**src/rtl/dmp_pkg.sv**
```systemverilog
// shared types and constants for the dhcp message parser
// no dependencies; imported by the step logic, the top level and the checker
package dmp_pkg;

    // parse phases of the datagram walker
    typedef enum logic [2:0] {
        PH_HEADER  = 3'd0,
        PH_CODE    = 3'd1,
        PH_LENGTH  = 3'd2,
        PH_PAYLOAD = 3'd3,
        PH_END     = 3'd4,
        PH_FULL    = 3'd5
    } phase_t;

    // kinds of result beat
    typedef enum logic [2:0] {
        KIND_NUMBER    = 3'd0,
        KIND_ARRAY     = 3'd1,
        KIND_OPT_HDR   = 3'd2,
        KIND_OPT_DATA  = 3'd3,
        KIND_END_OPT   = 3'd4,
        KIND_DGRAM_END = 3'd5
    } item_kind_t;

    // field identifiers of the fixed header arrays
    localparam logic [3:0] FID_CHADDR = 4'd11;
    localparam logic [3:0] FID_SNAME  = 4'd12;
    localparam logic [3:0] FID_FILE   = 4'd13;

    // header layout
    localparam logic [7:0] POS_CHADDR    = 8'd28;
    localparam logic [7:0] POS_SNAME     = 8'd44;
    localparam logic [7:0] POS_FILE      = 8'd108;
    localparam logic [7:0] POS_COOKIE    = 8'd236;
    localparam logic [7:0] POS_LAST_HDR  = 8'd239;

    localparam logic [7:0] OPT_PAD = 8'h00;
    localparam logic [7:0] OPT_END = 8'hff;

    typedef struct packed {
        logic [7:0]  byte_pos;
        logic [31:0] accum;
        phase_t      phase;
        logic [7:0]  code;
        logic [7:0]  length;
        logic [7:0]  index;
        logic [6:0]  taken;
    } dmp_state_t;

    localparam dmp_state_t STATE_RESET = '{
        byte_pos: 8'd0,
        accum:    32'd0,
        phase:    PH_HEADER,
        code:     8'd0,
        length:   8'd0,
        index:    8'd0,
        taken:    7'd0
    };

    typedef struct packed {
        item_kind_t  kind;
        logic [3:0]  field_id;
        logic [31:0] field_value;
        logic [7:0]  option_code;
        logic [7:0]  option_length;
        logic [7:0]  byte_index;
        logic [6:0]  option_count;
        logic        end_seen;
        logic        frame_end;
    } dmp_result_t;

    // which fixed header number a byte position belongs to (positions below 28)
    function automatic logic [3:0] number_id(input logic [7:0] p);
        logic [3:0] id;
        case (p) inside
            [8'd0:8'd3]:   id = p[3:0];
            [8'd4:8'd7]:   id = 4'd4;
            [8'd8:8'd9]:   id = 4'd5;
            [8'd10:8'd11]: id = 4'd6;
            [8'd12:8'd15]: id = 4'd7;
            [8'd16:8'd19]: id = 4'd8;
            [8'd20:8'd23]: id = 4'd9;
            default:       id = 4'd10;
        endcase
        return id;
    endfunction

    // first byte of a header number
    function automatic logic number_start(input logic [7:0] p);
        logic s;
        case (p) inside
            8'd0, 8'd1, 8'd2, 8'd3, 8'd4, 8'd8, 8'd10,
            8'd12, 8'd16, 8'd20, 8'd24: s = 1'b1;
            default:                    s = 1'b0;
        endcase
        return s;
    endfunction

    // last byte of a header number
    function automatic logic number_last(input logic [7:0] p);
        logic e;
        case (p) inside
            8'd0, 8'd1, 8'd2, 8'd3, 8'd7, 8'd9, 8'd11,
            8'd15, 8'd19, 8'd23, 8'd27: e = 1'b1;
            default:                    e = 1'b0;
        endcase
        return e;
    endfunction

endpackage

```
**src/rtl/dmp_step.sv**
```systemverilog
// per-byte parse step: next parser state and the result beat for one byte
// depends on dmp_pkg
module dmp_step #(
    parameter int MAX_OPTIONS = 64
) (
    input  dmp_pkg::dmp_state_t  state_q,
    input  logic [7:0]           data_byte,
    input  logic                 last_byte,
    output dmp_pkg::dmp_state_t  state_d,
    output dmp_pkg::dmp_result_t result,
    output logic                 emit
);
    import dmp_pkg::*;

    logic [7:0]  pos;
    logic [6:0]  taken_inc;
    logic        limit_hit;
    logic [7:0]  index_inc;
    logic [31:0] accum_new;
    dmp_state_t  upd;

    assign pos       = state_q.byte_pos;
    assign taken_inc = state_q.taken + 7'd1;
    assign limit_hit = (taken_inc >= 7'(MAX_OPTIONS));
    assign index_inc = state_q.index + 8'd1;
    assign accum_new = number_start(pos) ? {24'd0, data_byte}
                                         : {state_q.accum[23:0], data_byte};

    // next state
    always_comb begin
        upd = state_q;
        case (state_q.phase)
            PH_HEADER: begin
                if (pos < POS_CHADDR) begin
                    upd.accum = accum_new;
                end
                if (pos >= POS_LAST_HDR) begin
                    upd.phase = PH_CODE;
                end else begin
                    upd.byte_pos = pos + 8'd1;
                end
            end
            PH_CODE: begin
                if (data_byte == OPT_END) begin
                    upd.phase = PH_END;
                end else if (data_byte != OPT_PAD) begin
                    upd.code  = data_byte;
                    upd.phase = PH_LENGTH;
                end
            end
            PH_LENGTH: begin
                upd.length = data_byte;
                upd.index  = 8'd0;
                if (data_byte == 8'd0) begin
                    upd.taken = taken_inc;
                    upd.phase = limit_hit ? PH_FULL : PH_CODE;
                end else begin
                    upd.phase = PH_PAYLOAD;
                end
            end
            PH_PAYLOAD: begin
                upd.index = index_inc;
                if (index_inc >= state_q.length) begin
                    upd.taken = taken_inc;
                    upd.phase = limit_hit ? PH_FULL : PH_CODE;
                end
            end
            default: ;
        endcase
        state_d = last_byte ? STATE_RESET : upd;
    end

    // result beat
    always_comb begin
        logic hit;
        hit    = 1'b0;
        result = '{
            kind:          KIND_DGRAM_END,
            field_id:      4'd0,
            field_value:   32'd0,
            option_code:   8'd0,
            option_length: 8'd0,
            byte_index:    8'd0,
            option_count:  upd.taken,
            end_seen:      (upd.phase == PH_END),
            frame_end:     last_byte
        };
        case (state_q.phase)
            PH_HEADER: begin
                if (pos < POS_CHADDR) begin
                    if (number_last(pos)) begin
                        hit                = 1'b1;
                        result.kind        = KIND_NUMBER;
                        result.field_id    = number_id(pos);
                        result.field_value = accum_new;
                    end
                end else if (pos < POS_COOKIE) begin
                    hit                = 1'b1;
                    result.kind        = KIND_ARRAY;
                    result.field_value = {24'd0, data_byte};
                    if (pos < POS_SNAME) begin
                        result.field_id   = FID_CHADDR;
                        result.byte_index = pos - POS_CHADDR;
                    end else if (pos < POS_FILE) begin
                        result.field_id   = FID_SNAME;
                        result.byte_index = pos - POS_SNAME;
                    end else begin
                        result.field_id   = FID_FILE;
                        result.byte_index = pos - POS_FILE;
                    end
                end
            end
            PH_CODE: begin
                if (data_byte == OPT_END) begin
                    hit                = 1'b1;
                    result.kind        = KIND_END_OPT;
                    result.option_code = OPT_END;
                end
            end
            PH_LENGTH: begin
                hit                  = 1'b1;
                result.kind          = KIND_OPT_HDR;
                result.option_code   = state_q.code;
                result.option_length = data_byte;
            end
            PH_PAYLOAD: begin
                hit                  = 1'b1;
                result.kind          = KIND_OPT_DATA;
                result.option_code   = state_q.code;
                result.option_length = state_q.length;
                result.field_value   = {24'd0, data_byte};
                result.byte_index    = state_q.index;
            end
            default: ;
        endcase
        emit = hit || last_byte;
    end

endmodule

```
**src/rtl/dhcp_message_parser.sv**
```systemverilog
// dhcp message parser top level: parser state, result register, handshakes
// depends on dmp_pkg and dmp_step
//
//   channel  | dir | handshake           | payload
//   s_       | in  | s_valid / s_ready   | s_data_byte, s_last_byte
//   m_       | out | m_valid / m_ready   | m_item_kind .. m_frame_end
//
// one byte is taken per cycle, back to back, unless a result beat is stalled;
// the whole parse step sits between the parser state registers and the result register
// a result shows on m_ in the cycle after its byte is accepted
// s_ready is high whenever the result register is empty or being taken
// synchronous active-low reset clears the parser state and m_valid
// while a result beat is stalled no byte is taken, even one that gives
// no result, so ordering is kept
module dhcp_message_parser #(
    parameter int MAX_OPTIONS = 64
) (
    input  logic       aclk,
    input  logic       aresetn,
    input  logic       s_valid,
    output logic       s_ready,
    input  logic [7:0] s_data_byte,
    input  logic       s_last_byte,
    output logic       m_valid,
    input  logic       m_ready,
    output logic [2:0] m_item_kind,
    output logic [3:0] m_field_id,
    output logic [31:0] m_field_value,
    output logic [7:0] m_option_code,
    output logic [7:0] m_option_length,
    output logic [7:0] m_byte_index,
    output logic [6:0] m_option_count,
    output logic       m_end_seen,
    output logic       m_frame_end
);
    import dmp_pkg::*;

    dmp_state_t  state_reg, state_next;
    dmp_result_t result_reg, result_next;
    logic        valid_reg;
    logic        emit;
    logic        accept;

    // parse step
    dmp_step #(
        .MAX_OPTIONS(MAX_OPTIONS)
    ) u_step (
        .state_q   (state_reg),
        .data_byte (s_data_byte),
        .last_byte (s_last_byte),
        .state_d   (state_next),
        .result    (result_next),
        .emit      (emit)
    );

    assign s_ready = !valid_reg || m_ready;
    assign accept  = s_valid && s_ready;

    // parser state
    always_ff @(posedge aclk) begin
        if (!aresetn) begin
            state_reg <= STATE_RESET;
        end else if (accept) begin
            state_reg <= state_next;
        end
    end

    // result register
    always_ff @(posedge aclk) begin
        if (!aresetn) begin
            valid_reg <= 1'b0;
        end else if (s_ready) begin
            valid_reg <= accept && emit;
        end
    end

    always_ff @(posedge aclk) begin
        if (accept && emit) begin
            result_reg <= result_next;
        end
    end

    assign m_valid         = valid_reg;
    assign m_item_kind     = result_reg.kind;
    assign m_field_id      = result_reg.field_id;
    assign m_field_value   = result_reg.field_value;
    assign m_option_code   = result_reg.option_code;
    assign m_option_length = result_reg.option_length;
    assign m_byte_index    = result_reg.byte_index;
    assign m_option_count  = result_reg.option_count;
    assign m_end_seen      = result_reg.end_seen;
    assign m_frame_end     = result_reg.frame_end;

endmodule

```
**config.mk**
```make
export PLATFORM = sky130hd
export DESIGN_NAME = dhcp_message_parser
export DESIGN_NICKNAME = d
export VERILOG_FILES = /design/src/rtl/dmp_pkg.sv /design/src/rtl/dmp_step.sv /design/src/rtl/dhcp_message_parser.sv
export SDC_FILE = /design/constraint.sdc
export NUM_CORES = 1
export LEC_CHECK = 0
export BUFFER_PORTS_ARGS = -buffer_cell sky130_fd_sc_hd__buf_2
export CORE_MARGIN = 1.5
export CORE_UTILIZATION = 40
export CTS_BUF_LIST = sky130_fd_sc_hd__clkbuf_8
export CTS_CLUSTER_DIAMETER = 30
export DETAILED_ROUTE_END_ITERATION = 6
export HOLD_SLACK_MARGIN = 0.08
export SYNTH_ARGS = -nofsm -noshare
export SYNTH_HDL_FRONTEND = slang
export SYNTH_SLANG_ARGS = --single-unit
```
**constraint.sdc**
```tcl
create_clock -name aclk -period 3.9 [get_ports aclk]
set_input_delay 0.39 -clock aclk [delete_from_list [all_inputs] [get_ports aclk]]
set_output_delay 0.39 -clock aclk [all_outputs]
set_load 0.01 [all_outputs]
```
# Word-level counts from Yosys, hierarchy flattened
# Cells that the tools add are included.
# totals
reg_bits	139
# classes
order_cmp	21
n_mux	50
n_reduce_logical	30
eq_ne	24
addsub	6
# op_table
cell	n
2-to-1 mux 39 bit	3
2-to-1 mux 74 bit	1
2-to-1 mux 8 bit	9
2-to-1 mux 32 bit	2
case mux 32 bit (2 select lines)	1
== test 8 x 4 -> 1 bit, second input constant	6
== test 8 x 5 -> 1 bit, second input constant	6
case mux 8 bit (2 select lines)	3
2-to-1 mux 40 bit	1
case mux 15 bit (2 select lines)	1
greater-or-equal comparator 8 x 4 -> 1 bit, second input constant	3
less-or-equal comparator 8 x 4 -> 1 bit, second input constant	3
2-to-1 mux 4 bit	6
case mux 3 bit (4 select lines)	2
OR reduction 11 bit	2
2-to-1 mux 3 bit	6
adder 8 x 1 -> 8 bit, second input constant	2
== test 8 x 2 -> 1 bit, second input constant	2
== test 8 x 3 -> 1 bit, second input constant	2
greater-or-equal comparator 8 x 5 -> 1 bit, second input constant	2
less-or-equal comparator 8 x 5 -> 1 bit, second input constant	2
zero test 8 bit	2
2-to-1 mux 7 bit	2
2-to-1 mux 11 bit	1
35 further kinds	61

# Depth between registers and ports, before layout
# logic_depth
word_depth	12
ltp_mapped	11
ltp_nobuf	10

# Cells and area by module
# Synthesis repeated with hierarchy kept, for this count alone.
# hier_totals
cells_unflattened	865
hier_area_um2	8136.6
# by_module_without_submodules
module	area_each_um2	cells_per_inst	n_inst	seq_area_each_um2
dhcp_message_parser	5166.2	399	1	3663.5
dmp_step	2970.3	466	1	0.0

# Least setup slack after synthesis
# No wires, ideal clock.
# synth_timing
path_kind	register to register
from	register state_reg[31] (netlist name)
to	register result_reg, in the netlist m_byte_index[0] (enable)
path_stages_with_launch	8
synth_period_minus_slack_ns	3.675
path_buffers	2
path_slack_ns	0.225
arrival_time_ns	3.236
path_cell_list	dfxtp_1 > buf_2 > or3b_1 > clkbuf_1 > nor3_2 > inv_2 > nand3_1 > o311a_1
# synth_via
elab_chain_cells	5
elab_cells_between_ends	8
cone_classes	eq/ne: 3; mux: 1; reduce/logical: 4
# synth_rtl
item	line_no	rtl
from (decl)	dhcp_message_parser.sv:38	dmp_state_t state_reg, state_next;
from (signal assigned)	dhcp_message_parser.sv:64	state_reg <= state_next;
== test 3 x 2 -> 1 bit	dmp_step.sv:88	case (state_q.phase)
OR reduction 2 bit (no source line)	-	
case mux 1 bit (3 select lines) *	dmp_step.sv:88	
logical OR 1 bit *	dmp_step.sv:136	emit = hit || last_byte;
logical AND 1 bit *	dhcp_message_parser.sv:78	if (accept && emit) begin
to (signal assigned)	dhcp_message_parser.sv:79	result_reg <= result_next;
to (decl)	dhcp_message_parser.sv:39	dmp_result_t result_reg, result_next;
# Mark *: on every way between the ends. The rest lies on a longest branch, timed or not.
# A chain may end at the register's enable or synchronous reset.

==> results.yml <==
status:
  status: "completed"
synth:
  yosysMostFrequentCell: "edfxtp_1"
  synth_top_flop_cell: "edfxtp_1"
  yosys-top-cells-count: "edfxtp_1, dfxtp_1, nor2_1"
  ys_async_sr_fraction_pct: 0
  syn_inst: 622
  ys_types: 78
  syn-num-nets: 655
  synth.top_cell.area_share_pct: 32.45
  synth_area_per_cell_sq_um: 10.71
  synth_warnings: 0
  synth_edf_count: 72
  ys_ff_latch: 139
  seq_area_frac_synth_pct: 52.58
  synthesis.area_sq_um: 6663
  synth_top_area_cell: "edfxtp_1"
  synth.area.top_cells: "edfxtp_1, dfxtp_1, ha_1"
route:
  drt-initial-drc-count: 493
  route.antenna.remaining_nets: 0
  wl_per_cell_microns: 16.59
  routed-via-count: 5008
  remaining_drc_errors: 0
  firstDrtPassIters: 6
  totalWireLength_microns: 15500
  vias_per_cell: 5.362
sta:
  report.final.slew_viol_count: 0
  hold_viol_final: 0
  grt_setup_unrepaired: "no"
  tns_ps: 0
  post-route-period-util_pct: 82.48
  relSlewSlack_pct: 35.91
  period_needed_ps: 3217
  fin_skew_ps: 7.616
  setup_slack_ps: 683.2
  setup_viol: 0
  fmax_mhz: 310.9
  tightest_slew_ps: 961.4
global_route:
  grt_max_degree: 73
  grt_pass1_wl_microns: 24910
  grtUsageTotal_pct: 18.14
  grt_pass1_vias: 4778
  grt_overflow: 0
  antenna_found_initial: 0
worst_setup_path:
  reg2reg_depth: 10
  critPathMaxFanout: 10
  startpoint_type: "register"
  arrival_ps: 3430
  critPathCaptureType: "register"
  path_class: "reg2reg"
  required_ps: 4110
clocking:
  clk_path_buf_depth: 2
  clock_latency_ps: 460
  clock-sinks: 139
  cts_made_buffers: 17
  cts_root_buf: "clkbuf_8"
  path_clk_slew_ps: 80
  cts_resized: 0
  cts_setup_buffers: 0
  htree_levels: 4
  cts_tree: "done"
  ctsHoldBuffers: 0
placement:
  place_ws_ps: 712.8
  hpwl_microns: 10790
  gp_congestion: 0.8960
  numPlacedInstances: 902
  port_buffers: 86
layout:
  regArea_sq_um: 3503
  largest_reg_flops: 66
  multi_input_area_sq_um: 2918
  drive_gt1_share_pct: 22.13
  final_core_util_pct: 46.53
  finalNetCount: 734
  diodes: 0
  area_delta_synth_final_pct: 14.59
  finalNonFillerCells: 934
  fill_cells: 1568
pwr:
  leakagePower_nw: 2.904
  power_density_nw_per_um2: 388.3
  ir_drop_mv: 0.1784
run:
  maxCapViolations: 0
floorplan:
  dieArea_sq_um: 17440
  io_pins: 87
  coreArea_sq_um: 16410
  die_h_microns: 132.1
  die_w_microns: 132.1
  rows: 47
  initial_core_util_pct: 40.61
min_path:
  hold_path_depth: 3
  hold_class: "in2reg"
-- layout by cell type (no fill, tap or decap), types with 5 or more instances in the layout --
cell,count
buf_2,86
nand2_1,59
a22o_1,8
dfxtp_1,67
inv_1,23
a22oi_1,19
o21ai_0,27
a31oi_1,9
nor3_1,7
a21oi_1,23
o21a_1,6
and2_1,34
nand4_1,8
xnor2_1,14
nor2b_1,5
xor2_1,7
a22o_2,10
edfxtp_1,72
ha_1,20
buf_4,5
and3_1,5
nand3_1,20
nor2_1,60
clkbuf_8,17
mux2i_1,9
-- area by class of cell --
| class | count | share of cell area, % |
|---|---|---|
| Clock buffer | 17 | 3.065 |
| Clock inverter | 15 | 1.967 |
| Inverter | 23 | 1.131 |
| Multi-Input combinational cell | 429 | 38.22 |
| Sequential cell | 139 | 45.89 |
| Tap cell | 220 | 3.605 |
| Timing Repair Buffer | 91 | 6.129 |
-- per-layer routing --
metal | global-route usage, % | vias up | wire length, microns
met3 | 3.922 | 23 | 768
li1 | - | 2437 | -
met4 | 6.790 | 0 | 271
met5 | 0 | - | 0
met2 | 29.93 | 186 | 7580
met1 | 23.42 | 2362 | 6876
-- path summary, 6_finish.rpt --
check,to,from,slack [ps]
max,m_option_count[1]$_DFFE_PP_,state_reg[7]$_SDFFE_PN0P_,680
min,state_reg[30]$_SDFFE_PN0P_,s_data_byte[7],260
max reg2reg,m_option_count[1]$_DFFE_PP_,state_reg[7]$_SDFFE_PN0P_,680
min reg2reg,state_reg[55]$_SDFFE_PN0P_,state_reg[55]$_SDFFE_PN0P_,480
-- where the power goes --
part,switching [mW],internal (mW)
Sequential,0.0162,1.60
Combinational,0.151,0.0657
Clock,0.572,0.564
Total,0.739,2.23
-- per-stage QoR --
step,instance area (sq um),hold slack [ps],power (mW)
global placement,7251,459.5,1.862
CTS,7635,228.9,2.998
floorplan,6663,445.6,1.767
global route,7635,250.2,3.086
detailed placement,7251,461.1,1.865
finish,7635,263.0,2.965
-- critical path: stages, from the launching register on --
cell and delay (ps):
dfxtp_1 430, ha_1 270, nand3_1 170, nor2_1 170, xor2_1 210, ha_1 290, a21o_1 220, a2111oi_4 350
o211ai_2 290, and2_1 280, mux2_2 280
-- cell families after synthesis --
kind of cell               count (synthesis)  share of synthesized area (%)
muxes                                     10                          1.521
adders and majority gates                 20                          3.756
buffers and inverters                     54                          3.793
xor gates and xnor gates                  21                          2.761
DFF                                      139                          52.58
and+or+nand+nor                          229                          17.90
AOI/OAI and AO/OA                        149                          17.69
Note: power is estimated with default switching activity, not from simulation.
